===== src/design/ansi_csi_console_parser_defines.svh =====
// ----------------------------------------------------------------------------
// ansi_csi_console_parser_defines.svh
// Assertion macros shared by the console parser RTL.
// ----------------------------------------------------------------------------
`ifndef ANSI_CSI_CONSOLE_PARSER_DEFINES_SVH
`define ANSI_CSI_CONSOLE_PARSER_DEFINES_SVH

// Implication checked on every clock edge outside reset
`define ACP_ASSERT_IMP(lbl, ante, cons, msg) \
  lbl: assert property (@(posedge clk_i) disable iff (!rst_ni) (ante) |-> (cons)) \
    else $error(msg);

// Invariant checked on every clock edge outside reset
`define ACP_ASSERT_ALW(lbl, cond, msg) \
  lbl: assert property (@(posedge clk_i) disable iff (!rst_ni) (cond)) \
    else $error(msg);

`endif


===== src/design/acp_pkg.sv =====
// ----------------------------------------------------------------------------
// acp_pkg
// Types, codes and helper functions of the ANSI CSI console parser.
// ----------------------------------------------------------------------------
`default_nettype none

package acp_pkg;

  localparam logic [7:0] CH_ESC   = 8'h1B;
  localparam logic [7:0] CH_LBR   = 8'h5B;  // '['
  localparam logic [7:0] CH_SEMI  = 8'h3B;
  localparam logic [7:0] CH_SPACE = 8'h20;
  localparam logic [7:0] CH_QUERY = 8'h3F;
  localparam logic [7:0] CH_ED    = 8'h4A;  // 'J'
  localparam logic [7:0] CH_CUP_H = 8'h48;  // 'H'
  localparam logic [7:0] CH_CUP_F = 8'h66;  // 'f'
  localparam logic [7:0] CH_SGR   = 8'h6D;  // 'm'
  localparam logic [7:0] CH_FIN_LO = 8'h40;
  localparam logic [7:0] CH_FIN_HI = 8'h7E;

  localparam logic [3:0] FORE_DEFAULT = 4'd7;
  localparam logic [3:0] BACK_DEFAULT = 4'd0;
  localparam logic [15:0] NUM_MAX = 16'hFFFF;

  typedef enum logic [2:0] {
    CMD_PUT    = 3'd0,
    CMD_CLEAR  = 3'd1,
    CMD_CURSOR = 3'd2,
    CMD_COLOR  = 3'd3,
    CMD_FLUSH  = 3'd4
  } cmd_e;

  typedef enum logic [1:0] {
    PS_IDLE = 2'd0,
    PS_ESC  = 2'd1,
    PS_COLL = 2'd2
  } parse_e;

  typedef enum logic [2:0] {
    ST_IDLE,
    ST_ESC_PUT,
    ST_PUT,
    ST_WALK,
    ST_FIN,
    ST_EXEC,
    ST_FLUSH
  } seq_e;

  typedef enum logic [1:0] {
    RUN_CLEAR,
    RUN_CUP,
    RUN_SGR
  } run_e;

  // Control of the shared number accumulator
  typedef struct packed {
    logic clr;
    logic step;
  } acc_ctrl_t;

  function automatic logic is_digit(input logic [7:0] c);
    return (c >= 8'h30) && (c <= 8'h39);
  endfunction

  function automatic logic mirrors(input logic [7:0] c);
    return (c == 8'h0A) || (c == 8'h0D) || (c == 8'h09) ||
           ((c >= 8'h20) && (c < 8'h7F));
  endfunction

  // ANSI colour order to VGA colour order
  function automatic logic [2:0] color_map(input logic [2:0] a);
    logic [2:0] r;
    unique case (a)
      3'd0: r = 3'd0;
      3'd1: r = 3'd4;
      3'd2: r = 3'd2;
      3'd3: r = 3'd6;
      3'd4: r = 3'd1;
      3'd5: r = 3'd5;
      3'd6: r = 3'd3;
      3'd7: r = 3'd7;
      default: r = 3'd0;
    endcase
    return r;
  endfunction

endpackage

`default_nettype wire


===== src/design/acp_param_ram.sv =====
// ----------------------------------------------------------------------------
// acp_param_ram
// Parameter character store: one write port, one registered read port.
// ----------------------------------------------------------------------------
`default_nettype none

module acp_param_ram #(
  parameter int Depth = 32,
  parameter int Aw    = $clog2(Depth)
) (
  input  wire logic          clk_i,
  input  wire logic          we_i,
  input  wire logic [Aw-1:0] waddr_i,
  input  wire logic [7:0]    wdata_i,
  input  wire logic [Aw-1:0] raddr_i,
  output logic      [7:0]    rdata_o
);

  logic [7:0] mem_q [Depth];

  // write port
  always_ff @(posedge clk_i) begin
    if (we_i) begin
      mem_q[waddr_i] <= wdata_i;
    end
  end

  // registered read
  always_ff @(posedge clk_i) begin
    rdata_o <= mem_q[raddr_i];
  end

endmodule

`default_nettype wire


===== src/design/acp_num_acc.sv =====
// ----------------------------------------------------------------------------
// acp_num_acc
// Shared decimal accumulator: value * 10 + digit, saturating at 65535.
// ----------------------------------------------------------------------------
`default_nettype none

module acp_num_acc
  import acp_pkg::*;
(
  input  wire logic      clk_i,
  input  wire logic      rst_ni,
  input  wire acc_ctrl_t ctrl_i,
  input  wire logic [3:0] digit_i,
  output logic     [15:0] value_o
);

  logic [15:0] acc_q, acc_d;
  logic [19:0] sum;

  // x10 as two shifts plus the digit
  assign sum = {1'b0, acc_q, 3'b000} + {3'b000, acc_q, 1'b0} + {16'd0, digit_i};

  always_comb begin
    acc_d = acc_q;
    if (ctrl_i.clr) begin
      acc_d = '0;
    end else if (ctrl_i.step) begin
      acc_d = (sum > {4'd0, NUM_MAX}) ? NUM_MAX : sum[15:0];
    end
  end

  always_ff @(posedge clk_i or negedge rst_ni) begin
    if (!rst_ni) begin
      acc_q <= '0;
    end else begin
      acc_q <= acc_d;
    end
  end

  assign value_o = acc_q;

endmodule

`default_nettype wire


===== src/design/ansi_csi_console_parser.sv =====
// ----------------------------------------------------------------------------
// ansi_csi_console_parser
// Console byte parser for a VGA text console with an ANSI CSI subset.
// ----------------------------------------------------------------------------
// One byte is taken per transfer while the sequencer is idle. Plain bytes and
// collected parameter characters give at most three results (escape echo,
// character, flush). A CUP or SGR final walks the stored parameter characters
// through the registered store read port and the shared decimal accumulator,
// one character per cycle, then passes through the finish and execute states;
// a flush follows at the end of a write, and both can wait on the output
// register. The output register lets the next byte be taken while a result
// still waits for its transfer.
`default_nettype none

module ansi_csi_console_parser
  import acp_pkg::*;
#(
  parameter int PARAM_DEPTH = 32
) (
  input  wire logic        clk_i,
  input  wire logic        rst_ni,
  input  wire logic        in_valid_i,
  output logic             in_stall_o,
  input  wire logic [7:0]  data_byte_i,
  input  wire logic        end_of_write_i,
  output logic             out_valid_o,
  input  wire logic        out_stall_i,
  output logic [2:0]       command_o,
  output logic [7:0]       char_code_o,
  output logic             mirror_serial_o,
  output logic [15:0]      cursor_row_o,
  output logic [15:0]      cursor_col_o,
  output logic [3:0]       fore_color_o,
  output logic [3:0]       back_color_o,
  output logic             last_o
);

`include "ansi_csi_console_parser_defines.svh"

  localparam int Aw = $clog2(PARAM_DEPTH);
  localparam logic [Aw-1:0] StoreMax = Aw'(PARAM_DEPTH - 1);

  seq_e          state_q, state_d;
  parse_e        ps_q, ps_d;
  run_e          run_q, run_d;
  logic [Aw-1:0] count_q, count_d;
  logic [Aw-1:0] lim_q, lim_d;
  logic [Aw-1:0] rd_idx_q, rd_idx_d;
  logic          pend_q, pend_d;
  logic [7:0]    first_q, first_d;
  logic [7:0]    byte_q, byte_d;
  logic          eow_q, eow_d;
  logic [1:0]    phase_q, phase_d;
  logic          has_q, has_d;
  logic          bold_q, bold_d;
  logic [3:0]    fore_q, fore_d;
  logic [3:0]    back_q, back_d;
  logic [15:0]   row_q, row_d;

  logic          out_valid_q, out_valid_d;
  logic [2:0]    out_cmd_q, out_cmd_d;
  logic [7:0]    out_ch_q, out_ch_d;
  logic          out_mir_q, out_mir_d;
  logic [15:0]   out_row_q, out_row_d;
  logic [15:0]   out_col_q, out_col_d;
  logic [3:0]    out_fg_q, out_fg_d;
  logic [3:0]    out_bg_q, out_bg_d;
  logic          out_last_q, out_last_d;

  logic          in_xfer, out_free;
  logic          ram_we;
  logic [7:0]    rdata;
  acc_ctrl_t     acc_ctrl;
  logic [15:0]   acc_val;
  logic          walk_done;
  logic          is_param, is_final, can_store;

  assign in_stall_o = (state_q != ST_IDLE);
  assign in_xfer    = in_valid_i && !in_stall_o;
  assign out_free   = !out_valid_q || !out_stall_i;
  assign walk_done  = !pend_q && (rd_idx_q == lim_q);

  assign is_param  = is_digit(data_byte_i) || (data_byte_i == CH_SEMI) ||
                     (data_byte_i == CH_SPACE) || (data_byte_i == CH_QUERY);
  assign is_final  = (data_byte_i >= CH_FIN_LO) && (data_byte_i <= CH_FIN_HI);
  assign can_store = (count_q < StoreMax);
  assign ram_we    = in_xfer && (ps_q == PS_COLL) && (is_param || is_final) && can_store;

  acp_param_ram #(
    .Depth(PARAM_DEPTH),
    .Aw   (Aw)
  ) u_ram (
    .clk_i  (clk_i),
    .we_i   (ram_we),
    .waddr_i(count_q),
    .wdata_i(data_byte_i),
    .raddr_i(rd_idx_q),
    .rdata_o(rdata)
  );

  acp_num_acc u_acc (
    .clk_i  (clk_i),
    .rst_ni (rst_ni),
    .ctrl_i (acc_ctrl),
    .digit_i(rdata[3:0]),
    .value_o(acc_val)
  );

  // Decision on a CSI final byte taken in the collecting state
  function automatic logic [1:0] final_kind(input logic [7:0] c, input logic [7:0] first,
                                            input logic no_par);
    // 0 nothing, 1 clear, 2 cursor, 3 colour
    logic [1:0] k;
    k = 2'd0;
    if (!no_par && (first == CH_QUERY)) begin
      k = 2'd0;
    end else if (c == CH_ED) begin
      if (no_par || (first == 8'h32) || (first == 8'h33)) k = 2'd1;
    end else if ((c == CH_CUP_H) || (c == CH_CUP_F)) begin
      k = 2'd2;
    end else if (c == CH_SGR) begin
      k = 2'd3;
    end
    return k;
  endfunction

  // next state
  always_comb begin
    state_d = state_q;
    unique case (state_q)
      ST_IDLE: begin
        if (in_xfer) begin
          priority if (ps_q == PS_ESC) begin
            if (data_byte_i == CH_LBR) state_d = end_of_write_i ? ST_FLUSH : ST_IDLE;
            else                       state_d = ST_ESC_PUT;
          end else if (ps_q == PS_COLL) begin
            if (is_final && can_store &&
                (final_kind(data_byte_i, first_q, count_q == '0) == 2'd1)) begin
              state_d = ST_EXEC;
            end else if (is_final && can_store &&
                         (final_kind(data_byte_i, first_q, count_q == '0) != 2'd0)) begin
              state_d = ST_WALK;
            end else begin
              state_d = end_of_write_i ? ST_FLUSH : ST_IDLE;
            end
          end else begin
            if (data_byte_i == CH_ESC) state_d = end_of_write_i ? ST_FLUSH : ST_IDLE;
            else                       state_d = ST_PUT;
          end
        end
      end
      ST_ESC_PUT: if (out_free) state_d = ST_PUT;
      ST_PUT:     if (out_free) state_d = eow_q ? ST_FLUSH : ST_IDLE;
      ST_WALK:    if (walk_done) state_d = ST_FIN;
      ST_FIN:     state_d = ST_EXEC;
      ST_EXEC:    if (out_free) state_d = eow_q ? ST_FLUSH : ST_IDLE;
      ST_FLUSH:   if (out_free) state_d = ST_IDLE;
      default:    state_d = ST_IDLE;
    endcase
  end

  // datapath and result loading
  always_comb begin
    logic [1:0]  kind;
    logic [15:0] num;
    logic        apply;
    logic [15:0] fin_row;

    ps_d     = ps_q;
    run_d    = run_q;
    count_d  = count_q;
    lim_d    = lim_q;
    rd_idx_d = rd_idx_q;
    pend_d   = 1'b0;
    first_d  = first_q;
    byte_d   = byte_q;
    eow_d    = eow_q;
    phase_d  = phase_q;
    has_d    = has_q;
    bold_d   = bold_q;
    fore_d   = fore_q;
    back_d   = back_q;
    row_d    = row_q;
    acc_ctrl = '0;
    kind     = 2'd0;
    num      = acc_val;
    apply    = 1'b0;
    fin_row  = (phase_q == 2'd0) ? acc_val : row_q;

    out_valid_d = out_valid_q && out_stall_i;
    out_cmd_d   = out_cmd_q;
    out_ch_d    = out_ch_q;
    out_mir_d   = out_mir_q;
    out_row_d   = out_row_q;
    out_col_d   = out_col_q;
    out_fg_d    = out_fg_q;
    out_bg_d    = out_bg_q;
    out_last_d  = out_last_q;

    unique case (state_q)
      ST_IDLE: begin
        if (in_xfer) begin
          byte_d = data_byte_i;
          eow_d  = end_of_write_i;
          unique case (ps_q)
            PS_ESC: begin
              if (data_byte_i == CH_LBR) begin
                ps_d    = PS_COLL;
                count_d = '0;
              end else begin
                ps_d = PS_IDLE;
              end
            end
            PS_COLL: begin
              if (is_param) begin
                if (can_store) begin
                  count_d = count_q + 1'b1;
                  if (count_q == '0) first_d = data_byte_i;
                end
              end else begin
                kind = final_kind(data_byte_i, first_q, count_q == '0);
                ps_d    = PS_IDLE;
                count_d = '0;
                lim_d   = count_q;
                unique case (kind)
                  2'd2:    run_d = RUN_CUP;
                  2'd3:    run_d = RUN_SGR;
                  default: run_d = RUN_CLEAR;
                endcase
                rd_idx_d = '0;
                phase_d  = 2'd0;
                has_d    = 1'b0;
                bold_d   = 1'b0;
                acc_ctrl.clr = 1'b1;
              end
            end
            default: begin
              ps_d = (data_byte_i == CH_ESC) ? PS_ESC : PS_IDLE;
            end
          endcase
        end
      end

      ST_WALK: begin
        // issue the next read while processing the previous one
        if (rd_idx_q != lim_q) begin
          rd_idx_d = rd_idx_q + 1'b1;
          pend_d   = 1'b1;
        end
        if (pend_q) begin
          if (run_q == RUN_CUP) begin
            unique case (phase_q)
              2'd0: begin
                if (is_digit(rdata)) begin
                  acc_ctrl.step = 1'b1;
                end else begin
                  row_d        = acc_val;
                  acc_ctrl.clr = 1'b1;
                  phase_d      = (rdata == CH_SEMI) ? 2'd1 : 2'd2;
                end
              end
              2'd1: begin
                if (is_digit(rdata)) acc_ctrl.step = 1'b1;
                else                 phase_d = 2'd2;
              end
              default: ;
            endcase
          end else begin
            if (is_digit(rdata)) begin
              acc_ctrl.step = 1'b1;
              has_d         = 1'b1;
            end else begin
              apply        = has_q;
              has_d        = 1'b0;
              acc_ctrl.clr = 1'b1;
            end
          end
        end
      end

      ST_FIN: begin
        if (run_q == RUN_SGR) begin
          if (lim_q == '0) begin
            fore_d = FORE_DEFAULT;
            back_d = BACK_DEFAULT;
          end else begin
            apply = has_q;
          end
        end else begin
          row_d = fin_row;
          phase_d = 2'd1;
          // column stays in the accumulator
          if (phase_q == 2'd0) acc_ctrl.clr = 1'b1;
        end
      end

      ST_ESC_PUT: begin
        if (out_free) begin
          out_valid_d = 1'b1;
          out_cmd_d   = CMD_PUT;
          out_ch_d    = CH_ESC;
          out_mir_d   = 1'b1;
          out_row_d   = '0;
          out_col_d   = '0;
          out_fg_d    = '0;
          out_bg_d    = '0;
          out_last_d  = 1'b0;
        end
      end

      ST_PUT: begin
        if (out_free) begin
          out_valid_d = 1'b1;
          out_cmd_d   = CMD_PUT;
          out_ch_d    = byte_q;
          out_mir_d   = mirrors(byte_q);
          out_row_d   = '0;
          out_col_d   = '0;
          out_fg_d    = '0;
          out_bg_d    = '0;
          out_last_d  = !eow_q;
        end
      end

      ST_EXEC: begin
        if (out_free) begin
          out_valid_d = 1'b1;
          out_ch_d    = '0;
          out_mir_d   = 1'b0;
          out_row_d   = '0;
          out_col_d   = '0;
          out_fg_d    = '0;
          out_bg_d    = '0;
          out_last_d  = !eow_q;
          unique case (run_q)
            RUN_CUP: begin
              out_cmd_d = CMD_CURSOR;
              out_row_d = (row_q == '0) ? 16'd0 : row_q - 16'd1;
              out_col_d = (acc_val == '0) ? 16'd0 : acc_val - 16'd1;
            end
            RUN_SGR: begin
              out_cmd_d = CMD_COLOR;
              out_fg_d  = fore_q;
              out_bg_d  = back_q;
            end
            default: out_cmd_d = CMD_CLEAR;
          endcase
        end
      end

      ST_FLUSH: begin
        if (out_free) begin
          out_valid_d = 1'b1;
          out_cmd_d   = CMD_FLUSH;
          out_ch_d    = '0;
          out_mir_d   = 1'b0;
          out_row_d   = '0;
          out_col_d   = '0;
          out_fg_d    = '0;
          out_bg_d    = '0;
          out_last_d  = 1'b1;
        end
      end

      default: ;
    endcase

    // SGR number takes effect
    if (apply) begin
      priority if (num == 16'd0) begin
        fore_d = FORE_DEFAULT;
        back_d = BACK_DEFAULT;
        bold_d = 1'b0;
      end else if (num == 16'd1) begin
        bold_d = 1'b1;
      end else if ((num >= 16'd30) && (num <= 16'd37)) begin
        fore_d = {bold_q, color_map(num[2:0] - 3'd6)};
      end else if ((num >= 16'd40) && (num <= 16'd47)) begin
        back_d = {1'b0, color_map(num[2:0])};
      end else if ((num >= 16'd90) && (num <= 16'd97)) begin
        fore_d = {1'b1, color_map(num[2:0] - 3'd2)};
      end
    end
  end

  // control registers
  always_ff @(posedge clk_i or negedge rst_ni) begin
    if (!rst_ni) begin
      state_q     <= ST_IDLE;
      ps_q        <= PS_IDLE;
      count_q     <= '0;
      pend_q      <= 1'b0;
      fore_q      <= FORE_DEFAULT;
      back_q      <= BACK_DEFAULT;
      out_valid_q <= 1'b0;
    end else begin
      state_q     <= state_d;
      ps_q        <= ps_d;
      count_q     <= count_d;
      pend_q      <= pend_d;
      fore_q      <= fore_d;
      back_q      <= back_d;
      out_valid_q <= out_valid_d;
    end
  end

  // payload registers
  always_ff @(posedge clk_i) begin
    run_q      <= run_d;
    lim_q      <= lim_d;
    rd_idx_q   <= rd_idx_d;
    first_q    <= first_d;
    byte_q     <= byte_d;
    eow_q      <= eow_d;
    phase_q    <= phase_d;
    has_q      <= has_d;
    bold_q     <= bold_d;
    row_q      <= row_d;
    out_cmd_q  <= out_cmd_d;
    out_ch_q   <= out_ch_d;
    out_mir_q  <= out_mir_d;
    out_row_q  <= out_row_d;
    out_col_q  <= out_col_d;
    out_fg_q   <= out_fg_d;
    out_bg_q   <= out_bg_d;
    out_last_q <= out_last_d;
  end

  assign out_valid_o     = out_valid_q;
  assign command_o       = out_cmd_q;
  assign char_code_o     = out_ch_q;
  assign mirror_serial_o = out_mir_q;
  assign cursor_row_o    = out_row_q;
  assign cursor_col_o    = out_col_q;
  assign fore_color_o    = out_fg_q;
  assign back_color_o    = out_bg_q;
  assign last_o          = out_last_q;

  // checks
  `ACP_ASSERT_IMP(a_flush_last, out_valid_o && (command_o == CMD_FLUSH), last_o, "flush not last")
  `ACP_ASSERT_IMP(a_walk_bound, state_q == ST_WALK, rd_idx_q <= lim_q, "walk overran store")
  `ACP_ASSERT_ALW(a_count_bound, count_q <= StoreMax, "parameter count overflow")

endmodule

`default_nettype wire

===== config.mk =====
export PLATFORM = sky130hd
export DESIGN_NAME = ansi_csi_console_parser
export DESIGN_NICKNAME = d
export VERILOG_FILES = /design/src/design/acp_pkg.sv /design/src/design/acp_param_ram.sv /design/src/design/acp_num_acc.sv /design/src/design/ansi_csi_console_parser.sv
export VERILOG_INCLUDE_DIRS = /design/src /design/src/design
export SDC_FILE = /design/constraint.sdc
export NUM_CORES = 1
export LEC_CHECK = 0
export ABC_AREA = 1
export ABC_CLOCK_PERIOD_IN_PS = 4200
export BUFFER_PORTS_ARGS = -buffer_cell sky130_fd_sc_hd__buf_2
export CORE_MARGIN = 5
export CORE_UTILIZATION = 62
export DETAILED_ROUTE_END_ITERATION = 8
export MAX_ROUTING_LAYER = met4
export PLACE_DENSITY_LB_ADDON = 0.1
export SETUP_SLACK_MARGIN = 0.1
export SYNTH_ARGS = -nofsm -noshare
export SYNTH_HDL_FRONTEND = slang
export SYNTH_HIERARCHICAL = 1
export SYNTH_SLANG_ARGS = --single-unit

===== constraint.sdc =====
create_clock -name clk_i -period 4.2 [get_ports clk_i]
set_input_delay 0.84 -clock clk_i [delete_from_list [all_inputs] [get_ports clk_i]]
set_output_delay 0.84 -clock clk_i [all_outputs]
set_load 0.1 [all_outputs]

* Yosys cells after proc, flatten, opt, wreduce, memory -nomap -nowiden *
Memories as Yosys holds them, arrays and structs flattened. A register that Yosys moved wholly into a read port is not among the register bits.
Cells that the tools add are included.
W data, S select, Z words.

cells by class
  order comparisons = 16
  eq/ne operators = 59
  add/subtract/negate cells = 8
  muxes and demuxes = 151
  reductions and logical operators = 71
  bitwise gates (word level) = 1

operators by type and width
  cell                     number
  $mux W16                 16
  $pmux W16 S2             3
  $mux W4                  22
  $mux W2                  29
  $eq A8 B6 Y1 const B     7
  $mux W3                  15
  $eq A8 B7 Y1 const B     5
  $mux W1                  39
  $mux W5                  7
  $ne A2 B2 Y1 const B     17
  $le A16 B6 Y1 const B    2
  $logic_not A16 Y1        2
  $sub A16 B1 Y16 const B  2
  $eq A8 B4 Y1 const B     3
  $ge A8 B6 Y1 const B     3
  $mux W8                  3
  $pmux W8 S3              1
  $add A19 B17 Y20         1
  $add A20 B4 Y20          1
  $gt A20 B16 Y1 const B   1
  $pmux W5 S2              2
  $pmux W3 S6              1
  $logic_and A1 B1 Y1      17
  $eq A16 B1 Y1 const B    1
  other kinds (47)         106

word-level totals
  bits in registers = 138
  input bits = 13
  bits in read-only memories = 72
  RAM bits = 256
  memories = 4

memories
  name             words  bits a word  rd ports  clocked after memory_dff  write ports  line                 RTL
  u_ram.mem_q      32     8            1         1                         1            acp_param_ram.sv:19  logic [7:0] mem_q [Depth];
  (no name shown)  8      3            1         0                         0            acp_pkg.sv:73        unique case (a)
  (no name shown)  8      3            1         0                         0            acp_pkg.sv:73
  (no name shown)  8      3            1         0                         0            acp_pkg.sv:73

* Depth between registers and ports, before layout *
Gate-level depths: netlist (run 1).

  word-level depth = 25
  depth in mapped cells = 16
  gate-level depth less buffers = 15

* Hierarchy *
Netlist (run 1), hierarchy kept.

by module, submodules not included
  module                   area an instance (um2)  cells each  times used  seq. area each (um2)
  acp_param_ram            10787.8                 922         1           7847.5
  ansi_csi_console_parser  6411.1                  703         1           3557.2
  acp_num_acc              2049.5                  291         1           400.4

* Least setup slack after synthesis (run 1) *
OpenSTA, ideal clock, no wires.

  kind = register to register
  start = reg out_valid_q, in the netlist out_valid_o
  end = reg out_bg_q[0], in the netlist back_color_o[0] (enable)
  slack = 0.979 ns
  cell stages (with the launch flop) = 4
  path buffers = 0
  period minus slack after synthesis = 3.221 ns
  data arrival time = 2.784 ns
  cell sequence = dfrtp_1 > nand2_1 > inv_1 > nor2_1

on the way
  longest elaborated chain between the ends = 4
  elaborated cells between the ends (all ways) = 5

RTL lines
  what                                                    line                            RTL
  start, declared                                         ansi_csi_console_parser.sv:60   logic out_valid_q, out_valid_d;
  start signal, assigned                                  ansi_csi_console_parser.sv:403  out_valid_q <= out_valid_d;
  $logic_not A1 Y1 *                                      ansi_csi_console_parser.sv:80   assign out_free = !out_valid_q || !out_stall_i;
  $logic_or A1 B1 Y1 *                                    ansi_csi_console_parser.sv:80
  $ne A2 B1 Y1 (no line) or $ne A2 B2 Y1 (tied branches)  -
  $reduce_and A3 Y1 (no line) *                           -
  end signal, assigned                                    ansi_csi_console_parser.sv:425  out_bg_q <= out_bg_d;
  end, declared                                           ansi_csi_console_parser.sv:67   logic [3:0] out_bg_q, out_bg_d;

Mark *: on every way between the ends. The rest lies on a longest branch, timed or not.
A chain may end at the register's enable or synchronous reset.

==> results of run 1 <==
[Yosys cell counts, drive strengths merged (3+ instances only)]
cell type / number / area [um2]
ha: 45 / 563
nor3: 16 / 111
or2: 4 / 27.5
dfstp: 3 / 78.8
xor2: 12 / 105
o31ai: 4 / 30.0
inv: 157 / 592
nor3b: 6 / 55.1
buf: 52 / 454
nor4: 3 / 33.8
nor2: 188 / 808
nand3: 273 / 1450
o21ai: 33 / 165
edfxtp: 357 / 10700
clkbuf: 9 / 33.8
dfxtp: 9 / 180
dfrtp: 33 / 826
nand2: 617 / 2350
nand3b: 3 / 26.3
a21oi: 47 / 262
o211ai: 3 / 22.5
nand4: 13 / 87.6
xnor2: 15 / 131
[layout make-up]
cell class,instances,area share (%)
Sequential cell,402,55.4
Multi-Input combinational cell,1296,29.9
Clock buffer,46,4.90
Timing Repair Buffer,118,3.43
Inverter,157,2.78
Tap cell,396,2.32
Clock inverter,28,1.28
[metrics by stage]
| stage | total power [uW] | cells | hold WS [ns] |
|---|---|---|---|
| 2_1_floorplan | 10700 | 1916 | 0.477 |
| 3_3_place_gp | 11800 | 2369 | 0.499 |
| 3_5_place_dp | 11900 | 2369 | 0.507 |
| 4_1_cts | 15400 | 2443 | 0.439 |
| 5_1_grt | 16300 | 2443 | 0.483 |
| 6_report | 15400 | 2443 | 0.422 |
[state kept, by name (all words and copies together) (netlist names), 2 cells and up]
signal,count
command_o,3
row_q,16
phase_q,2
u_acc/value_o,16
back_q,4
u_ram/mem_q,256
state_q,3
byte_q,8
lim_q,5
ps_q,2
first_q,8
fore_q,4
rd_idx_q,5
cursor_row_o,16
back_color_o,4
fore_color_o,4
char_code_o,8
u_ram/rdata_o,8
cursor_col_o,16
count_q,5
run_q,2
[kinds of logic (layout without fill, tap and decap cells)]
group                      count (synthesis)  after routing
AOI/OAI and AO/OA                         97             97
xor gates and xnor gates                  27             27
adders and majority gates                 47             47
buffers and inverters                    218            349
DFF                                      402            402
and+or+nand+nor                         1125           1125
[how the worst min path moves through the flow]
stage / from / endpoint / slack [ns] / cells after the start
finish: rst_ni / u_acc/value_o[7]$_DFFE_PN0P_ / 0.42 / 1
global route: rst_ni / u_acc/value_o[7]$_DFFE_PN0P_ / 0.48 / 1
CTS: rst_ni / u_acc/value_o[7]$_DFFE_PN0P_ / 0.44 / 1
detailed placement: ps_q[1]$_DFFE_PN0P_ / ps_q[1]$_DFFE_PN0P_ / 0.51 / 2
global placement: ps_q[1]$_DFFE_PN0P_ / ps_q[1]$_DFFE_PN0P_ / 0.50 / 2
floorplan: ps_q[1]$_DFFE_PN0P_ / ps_q[1]$_DFFE_PN0P_ / 0.48 / 2
[worst max-delay path, stage by stage]
cell,delay [ns]
buf_2,0.28
nor2_1,0.17
inv_1,0.07
a21oi_1,0.12
nand2_1,0.20
inv_1,0.13
nor2_1,0.07
inv_1,0.08
nand3_1,0.11
nor2_1,0.87
nor2_1,0.08
buf_4,0.24
nand2_1,0.09
nand2_1,0.05
[routing by layer]
layer | wire length (um) | global-route usage (%)
met1 | 18200 | 35.1
met2 | 21300 | 42.3
met3 | 2860 | 3.25
met4 | 1120 | 7.49
met5 | 0 | -
[power by group]
part	internal, uW	switching (uW)	leakage [uW]
logic	1540	4960	0.00437
registers	4970	383	0.00379
clock network	2060	1510	0.000634
==> run metrics, run 1 <==
status finished, final reports clean; Die W 186 um; CP endpoint kind flop; 1st-iter DRT viols 1461; PostCTS Resize Cnt 0; WL per Instance 17.8 um; Setup Skew 0.0211 ns; cts hold-fix bufs 0; RR Endpoint u_acc/value_o[12]$_DFFE_PN0P_; core area 30600 um2; Mean Syn Cell Area 10.0 um2; Fmax 335 MHz; Ys Warns 6; Initial DRT Pass Iterations 5; CP Launch Type primary input; HPWL after DPL 28.4 mm; first-pass GRT wire length 69.2 mm; cts bufs inserted 41; Leak 0.00879 uW; relative slew slack 20.7%; async set-reset flop share out of synthesis 8.96%; Post-Syn Area 19200 um2; final hold vios 0; storage element area 11800 um2; # Post-CTS Setup Buffers 0; CTS clock-pin slew for the worst setup and hold paths 0.06 ns; Netlist cell types 56; Period minus WS final 2.99 ns; Setup crit start data_byte_i[7]; Total GRT Usage 26.0%; Post-Route WL 43.4 mm; clk sinks 402; area share of and/or/nand/nor cells after synthesis 25.8%; Die H 186 um; Post-route DRC 0; xor/xnor cell area share of the yosys netlist 1.23%; IO Pins 68; VDD IR max 0.737 mV; Bufs on Longest Clock Path 3; Worst Path Required 4.62 ns; Setup CP Type in -> reg; commonest non-fill, non-tap cell in the layout nand2_1; Sum Neg Setup Slack 0 ns; Synth Flop Type edfxtp_1; die area 34700 um2; final setup fails 0; PortBufs 67; starting density of the core 62.9%; post-DR vias/cell 5.67; Reg2Reg Setup Slack 1.25 ns; Final Instance Area 21300 um2; Placement Setup Slack 0.736 ns; CP Capture Point u_acc/value_o[14]$_DFFE_PN0P_; worst-margin pin slew 1.19 ns; CP max FO 22; layout cells sized above 1 13.0%; syn nets 1976; Reg2Reg Depth 14; Post-Synth Adder-Cell Area 3.13%; clock root buffer master clkbuf_16; register area share after synthesis 61.3%; gpl congestion 0.926; most frequent cells in the layout nand2_1, edfxtp_1, nand3_1, nor2_1, inv_1; Syn Inst Count 1916; post-route ant nets 0; vias in the first global route 13300; flops & latches, synth 402; area post-placement 20000 um2; Layout fillers 2311; Rows 64; final worst setup slack 1.21 ns; worst hold path type in -> async; max-slew violations 0; Max-Cap Viols 0; Clock Latency Late Sink 0.55 ns; PD cells 723 nW/um2; largest family of logic cells by synthesized area simple AND/OR/NAND/NOR gates; Crit path arrival time 3.41 ns; P&R area growth vs syn 10.8%; initial antenna violation count 0; Inserted Diodes 0; multi-input logic area 6380 um2; multiplexer area fraction after synthesis 0%; pin count of the biggest net entering global routing 70; Post-synth EDFFs 357; origin of the critical flop-to-flop path u_acc/value_o[0]$_DFFE_PN0P_; unrepaired setup endpoints after global routing false; GR Overflow Total 0; Via Count 13900; fin util 69.7%; period utilization 71.1%; post-synthesis compound-gate area fraction 2.89%; CTS tree done; H-tree Lvls 2; final layout net count 2076
No activity file was read; power rests on OpenSTA's default activity.
==> run 2, diff against run 1 <==
--- a/config.mk
+++ b/config.mk
@@ -6,8 +6,8 @@
 export SDC_FILE = /design/constraint.sdc
 export NUM_CORES = 1
 export LEC_CHECK = 0
-export ABC_AREA = 1
-export ABC_CLOCK_PERIOD_IN_PS = 4200
+export ABC_AREA = 0
+export ABC_CLOCK_PERIOD_IN_PS = 3100
 export BUFFER_PORTS_ARGS = -buffer_cell sky130_fd_sc_hd__buf_2
 export CORE_MARGIN = 5
 export CORE_UTILIZATION = 62
==> constraint.sdc (replaced) <==
create_clock -name clk_i -period 3.1 [get_ports clk_i]
set_input_delay 0.62 -clock clk_i [delete_from_list [all_inputs] [get_ports clk_i]]
set_output_delay 0.62 -clock clk_i [all_outputs]
set_load 0.1 [all_outputs]
==> run metrics, run 2 <==
Post-route DRC 0 (unchanged); PortBufs 67 (unchanged); period utilization 106%; Post-synth top cells edfxtp_1, nor2_1, mux4_2, ha_1, nand2_1 (was nand2_1, edfxtp_1, nand3_1, nor2_1, inv_1); flops & latches, synth 402 (unchanged); Ys Warns 6 (unchanged); worst hold path type in -> async (unchanged); Bufs on Longest Clock Path 3 (unchanged); top-area cell type share of the netlist area 60.3% (was 55.7%); PD cells 885 nW/um2 (was 723 nW/um2); clock root buffer master clkbuf_16 (unchanged); critical path cell sequence fa_1, fa_2, a21o_2, a221o_2, a41oi_2, o21ai_1, or2_1, a2111oi_4, buf_12, a211oi_1 (was buf_2, nor2_1, inv_1, a21oi_1, nand2_1, inv_1, nor2_1, inv_1, nand3_1, nor2_1, nor2_1, buf_4, nand2_1, nand2_1); 1st-iter DRT viols 781 (was 1461); most common cell in the netlist edfxtp_1 (was nand2_1); relative slew slack 21.2% (was 20.7%); IO Pins 68 (unchanged); Setup Skew 0.00996 ns (was 0.0211 ns); unrepaired setup endpoints after global routing true (was false); met2 Resource Use GR 40.7% (was 42.3%); area post-placement 19200 um2 (was 20000 um2); slowest cell on the critical path fa_1 (was nor2_1); cts bufs inserted 41 (unchanged); final setup fails 16 (was 0); max-slew violations 0 (unchanged); register area share after synthesis 66.4% (was 61.3%); multi-input logic area 5710 um2 (was 6380 um2); Initial DRT Pass Iterations 5 (unchanged); starting density of the core 62.3% (was 62.9%); post-route ant nets 0 (unchanged); status finished with violations (was finished, final reports clean); Final Instance Count excl. Fillers 1698 (was 2443); Final Instance Area 20600 um2 (was 21300 um2); worst-margin pin slew 1.18 ns (was 1.19 ns); final hold vios 0 (unchanged); async set-reset flop share out of synthesis 8.96% (unchanged); Via Count 10300 (was 13900); failing checks setup timing; final layout net count 1342 (was 2076); CTS clock-pin slew for the worst setup and hold paths 0.06 ns (about the same); pin count of the biggest net entering global routing 69 (was 70); Max-Cap Viols 0 (unchanged); max reg flops 256 (unchanged); Mean Syn Cell Area 15.9 um2 (was 10.0 um2); origin of the critical flop-to-flop path u_acc/value_o[0]$_DFFE_PN0P_ (unchanged); Placement Setup Slack -0.196 ns (was 0.736 ns); Synth Flop Type edfxtp_1 (unchanged); slowest stage delay, CP 0.52 ns (was 0.87 ns); most frequent cells in the layout edfxtp_1, nor2_1, buf_4, mux4_2, buf_2 (was nand2_1, edfxtp_1, nand3_1, nor2_1, inv_1); core area 28500 um2 (was 30600 um2); GR met1 Demand/Resource 32.6% (was 35.1%); H-tree Lvls 2 (unchanged); VDD IR max 0.612 mV (was 0.737 mV); post-DR vias/cell 6.07 (was 5.67); CP Launch Type flop (was primary input); Synth area leader edfxtp_1 (unchanged); Period minus WS final 3.30 ns; Total GRT Usage 24.7% (was 26.0%); most flop-heavy register u_ram/mem_q (unchanged); syn nets 1180 (was 1976); Die H 179 um (was 186 um); vias in the first global route 10300 (was 13300); synth top area cells edfxtp_1, mux4_2, dfrtp_1, ha_1, nor2_1 (was edfxtp_1, nand2_1, nand3_1, dfrtp_1, nor2_1); CP endpoint kind flop (unchanged); gpl congestion 0.896 (was 0.926); Syn Inst Count 1120 (was 1916); final worst setup slack -0.201 ns (was 1.21 ns); layout cells sized above 1 27.8% (was 13.0%); Crit path arrival time 3.71 ns (was 3.41 ns); Layout fillers 1838 (was 2311); Die W 179 um (was 186 um); commonest non-fill, non-tap cell in the layout edfxtp_1 (was nand2_1); Post-Syn Area 17800 um2 (was 19200 um2); P&R area growth vs syn 16.0% (was 10.8%); Setup CP Type reg -> reg (was in -> reg); clk sinks 402 (unchanged); Netlist cell types 84 (was 56); Post-synth EDFFs 357 (unchanged); initial antenna violation count 2 (was 0); layer with the highest usage met2 (unchanged); storage element area 11800 um2 (about the same); GR Layer Usage met3 4.66% (was 3.25%); CP max FO 16 (was 22); die area 32200 um2 (was 34700 um2); cts hold-fix bufs 0 (unchanged); Setup crit start u_acc/value_o[0]$_DFFE_PN0P_ (was data_byte_i[7]); Clock Latency Late Sink 0.54 ns (was 0.55 ns); WL per Instance 22.1 um (was 17.8 um); Rows 62 (was 64); HPWL after DPL 24.9 mm (was 28.4 mm); Worst Path Required 3.50 ns (was 4.62 ns); Leak 0.00731 uW (was 0.00879 uW); CTS tree done (unchanged); Placed Instances 1623 (was 2369); GR Overflow Total 0 (unchanged); first-pass GRT wire length 58.4 mm (was 69.2 mm); Fmax 303 MHz; Post-Route WL 37.4 mm (was 43.4 mm)
==> run 2: changes by cell type after synthesis, moves of 16 or more <==
cell	delta
nand2_1	-566
nand3_1	-235
inv_1	-120
mux4_2	+80
nor2_1	-53
buf_6	-22
clkbuf_1	+20
nand3_2	-17
and2_1	+16
==> run 2: critical path, delay by kind of cell, from the launching register on <==
| family | cells | cell delay (ns) |
|---|---|---|
| flip-flops | 1 | 0.43 |
| AND/OR/NAND/NOR | 1 | 0.25 |
| AO/OA/AOI/OAI | 6 | 1.37 |
| buffers and inverters | 1 | 0.21 |
| adder cells (fa/ha/maj) | 2 | 0.89 |
==> run 2: repair_timing <==
| item | in CTS | in global routing |
|---|---|---|
| setup endpoints to repair | 16 | 16 |
| setup buffers | 0 | 0 |
| gates resized for setup | 1 | 1 |
==> run 2: cell families (layout without fill, tap and decap cells) <==
logic type | after synthesis | count (layout) | share of synthesized area (%)
multiplexers | 88 | 88 | 10.6
AO/OA/AOI/OAI | 164 | 164 | 6.59
buffers and inverters | 70 | 263 | 1.96
XOR/XNOR | 47 | 47 | 2.31
flip-flops | 402 | 402 | 66.4
adder cells (fa/ha/maj) | 47 | 47 | 3.39
AND/OR/NAND/NOR | 302 | 302 | 8.74
other | 0 | 1 | 0
==> run 2: through the flow <==
step | power (uW) | hold WS [ns] | util [%] | setup TNS [ns]
2_1_floorplan | 12100 | 0.324 | - | -2.94
3_3_place_gp | 13300 | 0.443 | 67.4 | -3.22
3_5_place_dp | 13400 | 0.469 | 67.4 | -3.46
4_1_cts | 18400 | 0.233 | 72.3 | -2.94
5_1_grt | 19100 | 0.269 | 72.3 | -4.50
6_report | 18300 | 0.210 | 72.3 | -2.87
==> run 2: metal layers <==
layer | part of all wire [%] | up-vias
met3 | 6.4 | 58
met2 | 50 | 340
li1 | - | 4733
met1 | 41 | 5184
met4 | 2.0 | 0
met5 | 0 | -
==> run 2: area by class of cell <==
class	count	share of cell area, %
Tap cell	384	2.33
Multi-Input combinational cell	648	27.7
Clock inverter	21	1.29
Timing Repair Buffer	167	5.69
Clock buffer	53	5.39
Antenna cell	1	0.0121
Sequential cell	402	57.2
Inverter	22	0.400
==> run 2: worst paths after layout <==
path | slack (ns) | to | depth (start not counted)
hold reg to reg | 0.47 | u_acc/value_o[0]$_DFFE_PN0P_ | 2
max in group asynchronous | 2.25 | u_acc/value_o[0]$_DFFE_PN0P_ | 1
setup / recovery | -0.20 | u_acc/value_o[0]$_DFFE_PN0P_ | 10
min in group clk_i | 0.36 | eow_q$_DFFE_PP_ | 1
hold / removal | 0.21 | state_q[2]$_DFFE_PN0P_ | 1
setup reg to reg | -0.20 | u_acc/value_o[0]$_DFFE_PN0P_ | 10
==> run 2: where the power goes <==
group          switching, uW  internal [uW]
sequential               281           6630
clock                   2010           2980
combinational           4630           1740
total                   6920          11300
